**src/rtl/dsst_pkg.sv**
```systemverilog
// Package with the shared types and constants of the disk seek service timer.
package dsst_pkg;

	localparam int unsigned CYL_W    = 24;
	localparam int unsigned SECT_W   = 16;
	localparam int unsigned TIME_W   = 32;
	localparam int unsigned ID_W     = 16;
	localparam int unsigned STRIPE_W = 32;
	localparam int unsigned COEF_W   = 24;
	localparam int unsigned REM_W    = 24;
	localparam int unsigned ROOT_W   = 20;
	localparam int unsigned ACC_W    = 57;
	localparam int unsigned CNT_W    = 6;
	localparam int unsigned ADDR_W   = 5;
	localparam int unsigned DATA_W   = 32;

	localparam logic [CYL_W-1:0]  CYL_MAX  = '1;
	localparam logic [TIME_W-1:0] TIME_MAX = '1;

	// Register index codes, taken from paddr[4:2].
	localparam logic [2:0] REG_SPT  = 3'd0;
	localparam logic [2:0] REG_TPC  = 3'd1;
	localparam logic [2:0] REG_COFA = 3'd2;
	localparam logic [2:0] REG_COFB = 3'd3;
	localparam logic [2:0] REG_MINS = 3'd4;
	localparam logic [2:0] REG_HREV = 3'd5;

	// Iteration counts of the shared compare-subtract unit.
	localparam logic [CNT_W-1:0] DIV_STEPS  = 6'd32;
	localparam logic [CNT_W-1:0] SECT_STEPS = 6'd8;
	localparam logic [CNT_W-1:0] ROOT_STEPS = 6'd20;

	typedef struct packed {
		logic [15:0]       spt;
		logic [7:0]        tpc;
		logic [COEF_W-1:0] coef_a;
		logic [COEF_W-1:0] coef_b;
		logic [COEF_W-1:0] min_seek;
		logic [COEF_W-1:0] half_rev;
	} cfg_t;

	typedef enum logic [3:0] {
		ST_IDLE,
		ST_DIVC,
		ST_DIVS,
		ST_DIST,
		ST_SQRT,
		ST_MULA,
		ST_MULB,
		ST_ACC,
		ST_FIN
	} state_t;

	typedef struct packed {
		logic req_ready;
		logic fin_ok;
		logic sqrt_mode;
	} ctl_t;

endpackage

```
**src/rtl/dsst_ifs.sv**
```systemverilog
// Valid/ready channel interfaces for requests and replies of the seek timer.
interface dsst_req_if;
	logic        valid;
	logic        ready;
	logic [31:0] start_stripe;
	logic [31:0] now_time;
	logic [15:0] source_id;

	modport source(output valid, start_stripe, now_time, source_id, input ready);
	modport sink(input valid, start_stripe, now_time, source_id, output ready);
endinterface

interface dsst_rsp_if;
	logic        valid;
	logic        ready;
	logic [23:0] start_cylinder;
	logic [15:0] start_sector;
	logic [31:0] finish_time;
	logic [15:0] dest_id;
	logic        param_error;

	modport source(output valid, start_cylinder, start_sector, finish_time, dest_id,
		param_error, input ready);
	modport sink(input valid, start_cylinder, start_sector, finish_time, dest_id,
		param_error, output ready);
endinterface

```
**src/rtl/dsst_apb_regs.sv**
```systemverilog
// APB configuration register file of the seek timer.
module dsst_apb_regs (
	input  logic                         clk,
	input  logic                         arst_n,
	input  logic                         psel,
	input  logic                         penable,
	input  logic                         pwrite,
	input  logic [dsst_pkg::ADDR_W-1:0]  paddr,
	input  logic [dsst_pkg::DATA_W-1:0]  pwdata,
	output logic [dsst_pkg::DATA_W-1:0]  prdata,
	output logic                         pready,
	output dsst_pkg::cfg_t               cfg
);

	dsst_pkg::cfg_t cfg_q;
	logic [2:0]     idx;
	logic           wr_en;

	assign idx    = paddr[4:2];
	assign wr_en  = psel && penable && pwrite;
	assign pready = 1'b1;
	assign cfg    = cfg_q;

	always_ff @(posedge clk or negedge arst_n) begin
		if (!arst_n) begin
			cfg_q.spt      <= 16'd88;
			cfg_q.tpc      <= 8'd20;
			cfg_q.coef_a   <= 24'd17341;
			cfg_q.coef_b   <= 24'd281;
			cfg_q.min_seek <= 24'd131072;
			cfg_q.half_rev <= 24'd363725;
		end else if (wr_en) begin
			unique case (idx)
				dsst_pkg::REG_SPT:  cfg_q.spt      <= pwdata[15:0];
				dsst_pkg::REG_TPC:  cfg_q.tpc      <= pwdata[7:0];
				dsst_pkg::REG_COFA: cfg_q.coef_a   <= pwdata[23:0];
				dsst_pkg::REG_COFB: cfg_q.coef_b   <= pwdata[23:0];
				dsst_pkg::REG_MINS: cfg_q.min_seek <= pwdata[23:0];
				dsst_pkg::REG_HREV: cfg_q.half_rev <= pwdata[23:0];
				default: ;
			endcase
		end
	end

	always_comb begin
		unique case (idx)
			dsst_pkg::REG_SPT:  prdata = {16'd0, cfg_q.spt};
			dsst_pkg::REG_TPC:  prdata = {24'd0, cfg_q.tpc};
			dsst_pkg::REG_COFA: prdata = {8'd0, cfg_q.coef_a};
			dsst_pkg::REG_COFB: prdata = {8'd0, cfg_q.coef_b};
			dsst_pkg::REG_MINS: prdata = {8'd0, cfg_q.min_seek};
			dsst_pkg::REG_HREV: prdata = {8'd0, cfg_q.half_rev};
			default:            prdata = '0;
		endcase
	end

endmodule

```
**src/rtl/dsst_cmp_sub.sv**
```systemverilog
// Shared compare-and-subtract step used for division and square root digits.
module dsst_cmp_sub (
	input  logic [dsst_pkg::REM_W:0]   num,
	input  logic [dsst_pkg::REM_W:0]   trial,
	output logic                       ge,
	output logic [dsst_pkg::REM_W-1:0] rem_next
);

	logic [dsst_pkg::REM_W:0] diff;

	assign diff     = num - trial;
	assign ge       = (num >= trial);
	// Either kept result fits in REM_W bits.
	assign rem_next = ge ? diff[dsst_pkg::REM_W-1:0] : num[dsst_pkg::REM_W-1:0];

endmodule

```
**src/rtl/disk_seek_service_timer_core.sv**
```systemverilog
// Top level of the disk seek service timer: sequencer, datapath and state.
//
//  channel | dir | handshake          | payload
//  --------+-----+--------------------+---------------------------------------------
//  req     | in  | valid/ready        | start_stripe, now_time, source_id
//  rsp     | out | valid/ready        | start_cylinder, start_sector, finish_time,
//          |     |                    | dest_id, param_error
//  apb     | in  | psel/penable/pready| paddr, pwdata, prdata (six registers)
//
// An item goes from acceptance to its registered reply through 32 quotient steps
// for the cylinder, 8 for the sector and 20 square root steps, all on the one
// shared compare-subtract unit, and through the states around them for the seek
// distance, the two products on the shared multiplier and the sum.
// An item that does not move the head skips the root and products.
// Reset clears the head cylinder, the disk time and the sequencer, and loads
// the register defaults. A reply waiting on a stalled output does not block the
// next item; only a finished item that finds the output still full waits.
module disk_seek_service_timer_core (
	input  logic                        clk,
	input  logic                        arst_n,
	input  logic                        psel,
	input  logic                        penable,
	input  logic                        pwrite,
	input  logic [dsst_pkg::ADDR_W-1:0] paddr,
	input  logic [dsst_pkg::DATA_W-1:0] pwdata,
	output logic [dsst_pkg::DATA_W-1:0] prdata,
	output logic                        pready,
	dsst_req_if.sink                    req,
	dsst_rsp_if.source                  rsp
);

	dsst_pkg::cfg_t   cfg;
	dsst_pkg::state_t state_q, state_d;
	dsst_pkg::ctl_t   ctl;

	// Request and working registers.
	logic [dsst_pkg::TIME_W-1:0]   now_q;
	logic [dsst_pkg::ID_W-1:0]     src_q;
	logic [dsst_pkg::CYL_W-1:0]    divisor_q;
	logic [39:0]                   dvd_q;
	logic [dsst_pkg::REM_W-1:0]    rem_q;
	logic [31:0]                   quo_q;
	logic [dsst_pkg::CNT_W-1:0]    cnt_q;
	logic [dsst_pkg::CYL_W-1:0]    cyl_q;
	logic [dsst_pkg::SECT_W-1:0]   sector_q;
	logic [dsst_pkg::CYL_W-1:0]    dm1_q;
	logic                          perr_q;
	logic [47:0]                   prod_q;
	logic [dsst_pkg::ACC_W-1:0]    acc_q;

	// Architectural state.
	logic [dsst_pkg::CYL_W-1:0]    head_q;
	logic [dsst_pkg::TIME_W-1:0]   time_q;

	// Output register.
	logic                          out_valid_q;
	logic [dsst_pkg::CYL_W-1:0]    out_cyl_q;
	logic [dsst_pkg::SECT_W-1:0]   out_sect_q;
	logic [dsst_pkg::TIME_W-1:0]   out_time_q;
	logic [dsst_pkg::ID_W-1:0]     out_id_q;
	logic                          out_perr_q;

	dsst_apb_regs u_regs (
		.clk     (clk),
		.arst_n  (arst_n),
		.psel    (psel),
		.penable (penable),
		.pwrite  (pwrite),
		.paddr   (paddr),
		.pwdata  (pwdata),
		.prdata  (prdata),
		.pready  (pready),
		.cfg     (cfg)
	);

	// Cylinder divisor: sectors per track times tracks per cylinder.
	logic [dsst_pkg::CYL_W-1:0] divisor_d;
	assign divisor_d = {8'd0, cfg.spt} * {16'd0, cfg.tpc};

	logic last_step;
	assign last_step = (cnt_q == 6'd1);

	// Shared compare-subtract unit. Division brings in one dividend bit a step,
	// the root two radicand bits against the trial value 4*root+1.
	logic [dsst_pkg::REM_W:0]   su_num, su_trial;
	logic                       su_ge;
	logic [dsst_pkg::REM_W-1:0] su_rem;

	always_comb begin
		if (ctl.sqrt_mode) begin
			su_num   = {rem_q[22:0], dvd_q[39:38]};
			su_trial = {3'd0, quo_q[dsst_pkg::ROOT_W-1:0], 2'b01};
		end else begin
			su_num   = {rem_q, dvd_q[39]};
			su_trial = (state_q == dsst_pkg::ST_DIVC) ? {1'b0, divisor_q}
				: {9'd0, cfg.spt};
		end
	end

	dsst_cmp_sub u_step (
		.num      (su_num),
		.trial    (su_trial),
		.ge       (su_ge),
		.rem_next (su_rem)
	);

	logic [31:0] quo_next;
	assign quo_next = {quo_q[30:0], su_ge};

	// Seek distance and coefficient check.
	logic [dsst_pkg::CYL_W-1:0] dist_d, dm1_d;
	logic                       coef_ok, dist_nz, seek_ok;

	assign dist_d  = (cyl_q >= head_q) ? (cyl_q - head_q) : (head_q - cyl_q);
	assign dm1_d   = dist_d - 24'd1;
	assign dist_nz = (dist_d != '0);
	assign coef_ok = !cfg.coef_a[23] && (cfg.coef_a != '0)
		&& !cfg.coef_b[23] && (cfg.coef_b != '0);
	assign seek_ok = dist_nz && coef_ok;

	// Shared multiplier; both coefficients are positive when it is used.
	logic [dsst_pkg::COEF_W-1:0] mul_a, mul_b;
	logic [47:0]                 mul_p;

	always_comb begin
		if (state_q == dsst_pkg::ST_MULA) begin
			mul_a = cfg.coef_a;
			mul_b = {4'd0, quo_q[dsst_pkg::ROOT_W-1:0]};
		end else begin
			mul_a = cfg.coef_b;
			mul_b = dm1_q;
		end
	end

	assign mul_p = {24'd0, mul_a} * {24'd0, mul_b};

	// Finish time: disk time raised to now, plus the whole milliseconds of the sum.
	logic [dsst_pkg::TIME_W-1:0] base_time;
	logic [33:0]                 fin_sum;
	logic [dsst_pkg::TIME_W-1:0] fin_time;

	assign base_time = (time_q < now_q) ? now_q : time_q;
	assign fin_sum   = {2'b00, base_time} + {1'b0, acc_q[dsst_pkg::ACC_W-1:24]};
	assign fin_time  = (fin_sum[33:32] != 2'b00) ? dsst_pkg::TIME_MAX : fin_sum[31:0];

	// Sequencer: next state.
	always_comb begin
		state_d = state_q;
		unique case (state_q)
			dsst_pkg::ST_IDLE: begin
				if (req.valid) begin
					if (divisor_d != '0)
						state_d = dsst_pkg::ST_DIVC;
					else if (cfg.spt != '0)
						state_d = dsst_pkg::ST_DIVS;
					else
						state_d = dsst_pkg::ST_DIST;
				end
			end
			dsst_pkg::ST_DIVC: if (last_step) state_d = dsst_pkg::ST_DIVS;
			dsst_pkg::ST_DIVS: if (last_step) state_d = dsst_pkg::ST_DIST;
			dsst_pkg::ST_DIST: state_d = seek_ok ? dsst_pkg::ST_SQRT : dsst_pkg::ST_FIN;
			dsst_pkg::ST_SQRT: if (last_step) state_d = dsst_pkg::ST_MULA;
			dsst_pkg::ST_MULA: state_d = dsst_pkg::ST_MULB;
			dsst_pkg::ST_MULB: state_d = dsst_pkg::ST_ACC;
			dsst_pkg::ST_ACC:  state_d = dsst_pkg::ST_FIN;
			dsst_pkg::ST_FIN:  if (ctl.fin_ok) state_d = dsst_pkg::ST_IDLE;
			default:           state_d = dsst_pkg::ST_IDLE;
		endcase
	end

	// Sequencer: outputs.
	always_comb begin
		ctl.req_ready = (state_q == dsst_pkg::ST_IDLE);
		ctl.fin_ok    = (state_q == dsst_pkg::ST_FIN) && (!out_valid_q || rsp.ready);
		ctl.sqrt_mode = (state_q == dsst_pkg::ST_SQRT);
	end

	assign req.ready = ctl.req_ready;

	always_ff @(posedge clk or negedge arst_n) begin
		if (!arst_n)
			state_q <= dsst_pkg::ST_IDLE;
		else
			state_q <= state_d;
	end

	// Head cylinder, disk time and output valid.
	always_ff @(posedge clk or negedge arst_n) begin
		if (!arst_n) begin
			head_q      <= '0;
			time_q      <= '0;
			out_valid_q <= 1'b0;
		end else begin
			if (ctl.fin_ok) begin
				head_q      <= cyl_q;
				time_q      <= fin_time;
				out_valid_q <= 1'b1;
			end else if (rsp.ready) begin
				out_valid_q <= 1'b0;
			end
		end
	end

	// Datapath registers.
	always_ff @(posedge clk) begin
		unique case (state_q)
			dsst_pkg::ST_IDLE: begin
				if (req.valid) begin
					now_q     <= req.now_time;
					src_q     <= req.source_id;
					divisor_q <= divisor_d;
					dvd_q     <= {req.start_stripe, 8'd0};
					rem_q     <= '0;
					quo_q     <= '0;
					cnt_q     <= dsst_pkg::DIV_STEPS;
					// With a zero divisor the cylinder is pinned at the top and,
					// with no sectors per track, the sector is the low stripe bits.
					cyl_q     <= dsst_pkg::CYL_MAX;
					sector_q  <= req.start_stripe[15:0];
				end
			end
			dsst_pkg::ST_DIVC: begin
				quo_q <= quo_next;
				cnt_q <= cnt_q - 6'd1;
				if (last_step) begin
					cyl_q <= (quo_next[31:24] != '0) ? dsst_pkg::CYL_MAX : quo_next[23:0];
					// The sector is the cylinder remainder taken modulo sectors per
					// track; its quotient is below tracks per cylinder, so eight
					// steps on the low byte finish it.
					rem_q <= {8'd0, su_rem[23:8]};
					dvd_q <= {su_rem[7:0], 32'd0};
					cnt_q <= dsst_pkg::SECT_STEPS;
				end else begin
					rem_q <= su_rem;
					dvd_q <= {dvd_q[38:0], 1'b0};
				end
			end
			dsst_pkg::ST_DIVS: begin
				rem_q <= su_rem;
				dvd_q <= {dvd_q[38:0], 1'b0};
				cnt_q <= cnt_q - 6'd1;
				if (last_step)
					sector_q <= su_rem[15:0];
			end
			dsst_pkg::ST_DIST: begin
				dm1_q  <= dm1_d;
				perr_q <= dist_nz && !coef_ok;
				acc_q  <= seek_ok
					? {25'd0, cfg.half_rev, 8'd0} + {25'd0, cfg.min_seek, 8'd0}
					: {25'd0, cfg.half_rev, 8'd0};
				rem_q  <= '0;
				quo_q  <= '0;
				dvd_q  <= {dm1_d, 16'd0};
				cnt_q  <= dsst_pkg::ROOT_STEPS;
			end
			dsst_pkg::ST_SQRT: begin
				rem_q <= su_rem;
				quo_q <= quo_next;
				dvd_q <= {dvd_q[37:0], 2'b00};
				cnt_q <= cnt_q - 6'd1;
			end
			dsst_pkg::ST_MULA: prod_q <= mul_p;
			dsst_pkg::ST_MULB: begin
				acc_q  <= acc_q + {9'd0, prod_q};
				prod_q <= mul_p;
			end
			dsst_pkg::ST_ACC: acc_q <= acc_q + {1'b0, prod_q, 8'd0};
			dsst_pkg::ST_FIN: ;
			default: ;
		endcase
	end

	// Output payload register.
	always_ff @(posedge clk) begin
		if (ctl.fin_ok) begin
			out_cyl_q  <= cyl_q;
			out_sect_q <= sector_q;
			out_time_q <= fin_time;
			out_id_q   <= src_q;
			out_perr_q <= perr_q;
		end
	end

	assign rsp.valid          = out_valid_q;
	assign rsp.start_cylinder = out_cyl_q;
	assign rsp.start_sector   = out_sect_q;
	assign rsp.finish_time    = out_time_q;
	assign rsp.dest_id        = out_id_q;
	assign rsp.param_error    = out_perr_q;

	// The partial root never grows past its width.
	a_root_width: assert property (@(posedge clk) disable iff (!arst_n)
		(state_q == dsst_pkg::ST_SQRT) |-> (quo_q[31:dsst_pkg::ROOT_W] == '0))
		else $error("square root register overflowed its width");

	// The cylinder division keeps its partial remainder below the divisor.
	a_div_rem: assert property (@(posedge clk) disable iff (!arst_n)
		(state_q == dsst_pkg::ST_DIVC) |-> (rem_q < divisor_q))
		else $error("partial remainder not below divisor");

	// A finished item always shows up on the output the cycle after.
	a_fin_out: assert property (@(posedge clk) disable iff (!arst_n)
		ctl.fin_ok |=> (rsp.valid && (rsp.finish_time == time_q)))
		else $error("finished item missing from output register");

	// The disk time never runs backwards.
	a_time_mono: assert property (@(posedge clk) disable iff (!arst_n)
		ctl.fin_ok |=> (time_q >= $past(time_q)))
		else $error("disk time decreased");

endmodule
```
**src/flat_wrapper.sv**
```systemverilog
// flat-port wrapper written by rule: the top's interface ports become plain ports
module disk_seek_service_timer_core_flat 
  (clk, arst_n, psel, penable, pwrite, paddr, pwdata, prdata, pready, req_valid, req_start_stripe, req_now_time, req_source_id, req_ready, rsp_valid, rsp_start_cylinder, rsp_start_sector, rsp_finish_time, rsp_dest_id, rsp_param_error, rsp_ready);
  dsst_req_if req_i ();
  dsst_rsp_if rsp_i ();
  input  logic clk;
  input  logic arst_n;
  input  logic psel;
  input  logic penable;
  input  logic pwrite;
  input  logic [dsst_pkg::ADDR_W-1:0] paddr;
  input  logic [dsst_pkg::DATA_W-1:0] pwdata;
  output logic [dsst_pkg::DATA_W-1:0] prdata;
  output logic pready;
  input wire logic [$bits(req_i.valid)-1:0] req_valid;
  input wire logic [$bits(req_i.start_stripe)-1:0] req_start_stripe;
  input wire logic [$bits(req_i.now_time)-1:0] req_now_time;
  input wire logic [$bits(req_i.source_id)-1:0] req_source_id;
  output wire logic [$bits(req_i.ready)-1:0] req_ready;
  output wire logic [$bits(rsp_i.valid)-1:0] rsp_valid;
  output wire logic [$bits(rsp_i.start_cylinder)-1:0] rsp_start_cylinder;
  output wire logic [$bits(rsp_i.start_sector)-1:0] rsp_start_sector;
  output wire logic [$bits(rsp_i.finish_time)-1:0] rsp_finish_time;
  output wire logic [$bits(rsp_i.dest_id)-1:0] rsp_dest_id;
  output wire logic [$bits(rsp_i.param_error)-1:0] rsp_param_error;
  input wire logic [$bits(rsp_i.ready)-1:0] rsp_ready;
  assign req_i.valid = req_valid;
  assign req_i.start_stripe = req_start_stripe;
  assign req_i.now_time = req_now_time;
  assign req_i.source_id = req_source_id;
  assign req_ready = req_i.ready;
  assign rsp_valid = rsp_i.valid;
  assign rsp_start_cylinder = rsp_i.start_cylinder;
  assign rsp_start_sector = rsp_i.start_sector;
  assign rsp_finish_time = rsp_i.finish_time;
  assign rsp_dest_id = rsp_i.dest_id;
  assign rsp_param_error = rsp_i.param_error;
  assign rsp_i.ready = rsp_ready;
  disk_seek_service_timer_core u_core (.clk(clk), .arst_n(arst_n), .psel(psel), .penable(penable), .pwrite(pwrite), .paddr(paddr), .pwdata(pwdata), .prdata(prdata), .pready(pready), .req(req_i), .rsp(rsp_i));
endmodule
```
**config.mk**
```make
export PLATFORM = sky130hd
export DESIGN_NAME = disk_seek_service_timer_core_flat
export DESIGN_NICKNAME = d
export VERILOG_FILES = /design/src/rtl/dsst_pkg.sv /design/src/rtl/dsst_ifs.sv /design/src/rtl/dsst_apb_regs.sv /design/src/rtl/dsst_cmp_sub.sv /design/src/rtl/disk_seek_service_timer_core.sv /design/src/flat_wrapper.sv
export SDC_FILE = /design/constraint.sdc
export NUM_CORES = 2
export LEC_CHECK = 0
export BUFFER_PORTS_ARGS = -buffer_cell sky130_fd_sc_hd__buf_2
export CORE_MARGIN = 1
export CORE_UTILIZATION = 66
export DETAILED_ROUTE_END_ITERATION = 12
export PLACE_DENSITY = 0.84
export RECOVER_POWER = 25
export SKIP_LAST_GASP = 1
export SYNTH_ARGS = -nofsm -noshare
export SYNTH_HDL_FRONTEND = slang
export SYNTH_SLANG_ARGS = --single-unit
```
**constraint.sdc**
```tcl
create_clock -name clk -period 24.2 [get_ports clk]
set_input_delay 7.26 -clock clk [delete_from_list [all_inputs] [get_ports clk]]
set_output_delay 7.26 -clock clk [all_outputs]
set_load 0.03 [all_outputs]
```
==> summary.md <==
| Metric | Value |
|---|---|
| Post-synth top flop | edfxtp_1 |
| Die height | between 300 and 400 um |
| Mux share of post-synthesis cell area | 0.0558 |
| CP max stage cell | nor2_1 |
| Crit path time final | 16.92 ns |
| Fin. max-slew vios | 474 |
| Max_cap viols | 9 |
| Netlist Area Pre-Place | 0.0601 mm^2 |
| Via/cell ratio | 6.51 |
| Site Rows | between 100 and 150 |
| Top-area cell type share of the netlist area | 0.212 |
| Placeable core region | 0.0901 mm^2 |
| Largest family of logic cells by synthesized area | adder cells |
| 1st-iter DRT viols | around 6100 |
| XOR/XNOR Fraction of Synth Area | 0.0369 |
| Post-synth EDFFs | approximately 420 |
| Setup Crit Path Kind | in -> out |
| Worst reg-to-reg path cell count | 29 |
| Worst slew pin tran | about 4.3 ns |
| RR Startpoint | u_core.state_q[0] |
| Status | finished, violations left |
| Synth Area in Adders | 0.290 |
| Fin. Hold Viols | 0 |
| GPL Wtd Cong | 1.03 |
| Vias in the first global route | around 49000 |
| Final setup violation count | 0 |
| Clock skew | ~0.031 ns |
| Worst path required time | 16.94 ns |
| Synth Area in Simple Gates | 0.140 |
| Crit. Startpoint | paddr[2] |
| Largest net degree at the start of global routing | 96 |
| Crit-path cells | buf_2 -> buf_4 -> nor2_1 -> a22oi_1 -> o221ai_1 -> buf_2 |
| HP Class | reg -> reg |
| Clock-pin slew on the worst setup and hold paths | 0.07 ns |
| Die area | 0.0923 mm^2 |
| Failing checks | max-capacitance violations, max-slew violations |
| Leading area contributor after synthesis | edfxtp_1 |
| Congestion Overflow GR | 0 |
| F_max | 0.0591 GHz |
| # port buffers | 228 |
| DRT Wirelength | 180000 um |
| Rel. slew slack | -1.90 |
| Fraction of layout cells with a size suffix above 1 | 0.113 |
| Fin crit share | 0.699 |
| DR vias | 49200 |
| Sequential share of the synthesized area | 0.288 |
| Synth warnings | 0 |
| CTS Buf Count | 70 |
| Sink Count | 605 |
| FF+latch count, synth | 605 |
| Synth async-reset ratio | 0.299 |
| CTS tree | yes |
| Final nets | 7486 |
| Worst skew pair latency | 0.68 ns |
| Clock tree buffer depth | 3 |
| Crit. End Element | output pin |
| Initial core utilization | 0.667 |
| Min Hold Slack | 0.414 ns |
| Num ports | 248 |
| Antenna violations before repair | 10 |
| Crit path buf inv count | 3 |
| Compound-Gate Fraction of Synth Area | 0.121 |
| P&R area growth vs syn | 7.21% |
| Top post-synthesis cells by area | edfxtp_1 (21%), fa_1 (19%), ha_1 (9.9%), dfrtp_1 (6.3%), inv_1 (4.9%) |
| Netlist cell types | 93 |
| Die width | 304 um |
| Hpwl dp | 138000 um |
| Unrepaired setup endpoints after global routing | false |
| Setup TNS | 0 ns |
| # H-tree levels | 3 |
| Hold_buf cts | 0 |
| R2r setup slk | 11.43 ns |
| DRC | 0 |
| All-layer global routing usage | 0.392 |
| Mean Syn Cell Area | 9.66 um^2 |
| Root Buffer | clkbuf_16 |
| First-pass GRT wire length | between 200000 and 300000 um |
| Critical Path Sink | prdata[9] |
| # Post-CTS Setup Buffers | 0 |
| Final ANT Viol Nets | 0 |
| Hold path depth | 0 |
| Most Frequent Cell on Critical Path | buf_2 |
| R2R Path End | u_core.prod_q[47] |
| Worst setup margin | 7.28 ns |
| Post-placement setup slack | 7.44 ns |
| Crit path launch type | input pin |
| Instance count on the critical path | 6 |
| Crit Path Max Fanout | 48 |
| Crit-path max cell delay | around 0.83 ns |
| Crit path max-delay family | simple AND/OR/NAND/NOR gates |
| Routed wire per std cell | 23.8 um |
| Drt pass-1 iters | 7 |
| Post-CTS sizing | 0 |
| Crit path DAT | between 9 and 10 ns |
| Syn Inst Count | 6224 |
[logic make-up (layout without fill, tap and decap cells)]
logic type	Yosys count	after routing
xor+xnor	253	253
buf+inv	1069	1206
flops	605	605
other cells	2	23
simple gates	1842	1842
fa+ha+maj	1048	1048
compound gates	1100	1100
mux	305	305
[flip-flops by register name, indices dropped and copies added, names as in the netlist, 31 cells and up]
| signal | flops |
|---|---|
| u_core.time_q | 32 |
| u_core.rsp.finish_time | 32 |
| u_core.prod_q | 48 |
| u_core.quo_q | 31 |
| u_core.acc_q | 57 |
| u_core.dvd_q | 32 |
| u_core.now_q | 32 |
| u_core.u_regs.cfg | 120 |
[layout make-up]
type	instances	area, um^2
multi-input combinational	4557	38800
sequential	605	17300
clock inverter	41	427
inverter	787	2960
fill	6332	25700
timing repair buffer	293	1590
antenna	14	35.0
tap	1176	1470
clock buffer	85	1840
[worst reg2reg max path: cells and delay by family, from the launching register on]
family          cells  cell delay, ns
flops               1            0.60
compound gates     10            2.66
xor+xnor            1            0.33
fa+ha+maj           8            3.86
buf+inv             5            2.91
simple gates        4            1.00
mux                 1            1.11
[layout by cell type, fill, tap and decap left out, types with 54 or more instances in the layout]
cell | synthesis | layout
and3_1 | 77 | 77
buf_2 | 12 | 227
xnor2_1 | 164 | 164
xor2_1 | 89 | 89
nand2_1 | 779 | 779
o22ai_1 | 56 | 56
clkbuf_16 | 0 | 70
nor2_1 | 444 | 439
nand2b_1 | 54 | 54
and2_1 | 90 | 83
mux2i_1 | 93 | 81
nand3_1 | 93 | 93
a21oi_1 | 278 | 275
inv_1 | 786 | 785
nor2b_1 | 75 | 75
edfxtp_1 | 424 | 424
ha_1 | 475 | 475
mux2_2 | 209 | 209
fa_1 | 573 | 573
dfrtp_1 | 152 | 152
o21ai_0 | 207 | 208
a21o_1 | 154 | 154
[metal layers]
layer | GRT usage | vias to the layer above | part of all wire
li1 | - | 21300 | -
met3 | 0.119 | 682 | 0.14
met4 | 0.201 | 6 | 0.059
met1 | 0.511 | 24100 | 0.37
met2 | 0.593 | 3134 | 0.44
met5 | 0 | - | 0.00020
[Yosys cell counts, types with 9 or more instances]
master	count
o21bai_1	46
inv_1	786
nor2_1	444
or4_1	16
nand3_1	93
mux2i_1	93
and2_1	90
buf_1	13
a31oi_1	25
dfrtp_1	152
clkbuf_1	237
o22ai_1	56
xor2_1	89
edfxtp_1	424
nand2b_1	54
o211ai_1	42
buf_2	12
or2_2	35
nand4_1	41
nand2_1	779
a21oi_1	278
o21a_1	40
a211o_1	12
a221oi_1	29
nor2b_1	75
a22oi_1	24
xnor2_1	164
o221ai_1	17
and4_1	10
buf_4	16
dfstp_2	29
o2111ai_1	9
nor4_1	26
ha_1	475
a211oi_1	25
or3_1	25
mux2_2	209
a21o_1	154
nor3_1	48
fa_1	573
o21ai_0	207
a31o_2	11
and3_1	77
a222oi_1	34
[worst min path at each step]
stage,from,to
floorplan,u_core.src_q[0],u_core.rsp.dest_id[0]
global placement,u_core.sector_q[8],u_core.rsp.start_sector[8]
detailed placement,u_core.src_q[1],u_core.rsp.dest_id[1]
CTS,u_core.src_q[9],u_core.rsp.dest_id[9]
global route,u_core.sector_q[9],u_core.rsp.start_sector[9]
finish,u_core.sector_q[7],u_core.rsp.start_sector[7]
[stage by stage]
step                       util  area, um^2  std cells
after CTS                 0.715       64500       7544
after global routing      0.715       64400       7548
after global placement    0.690       62200       7418
after detailed placement  0.690       62200       7418
final                     0.715       64400       7558
after floorplan               -       60100       6231
Power is not shown: default switching activity piles up to over one toggle a cycle in this logic, so the estimate is an artifact.
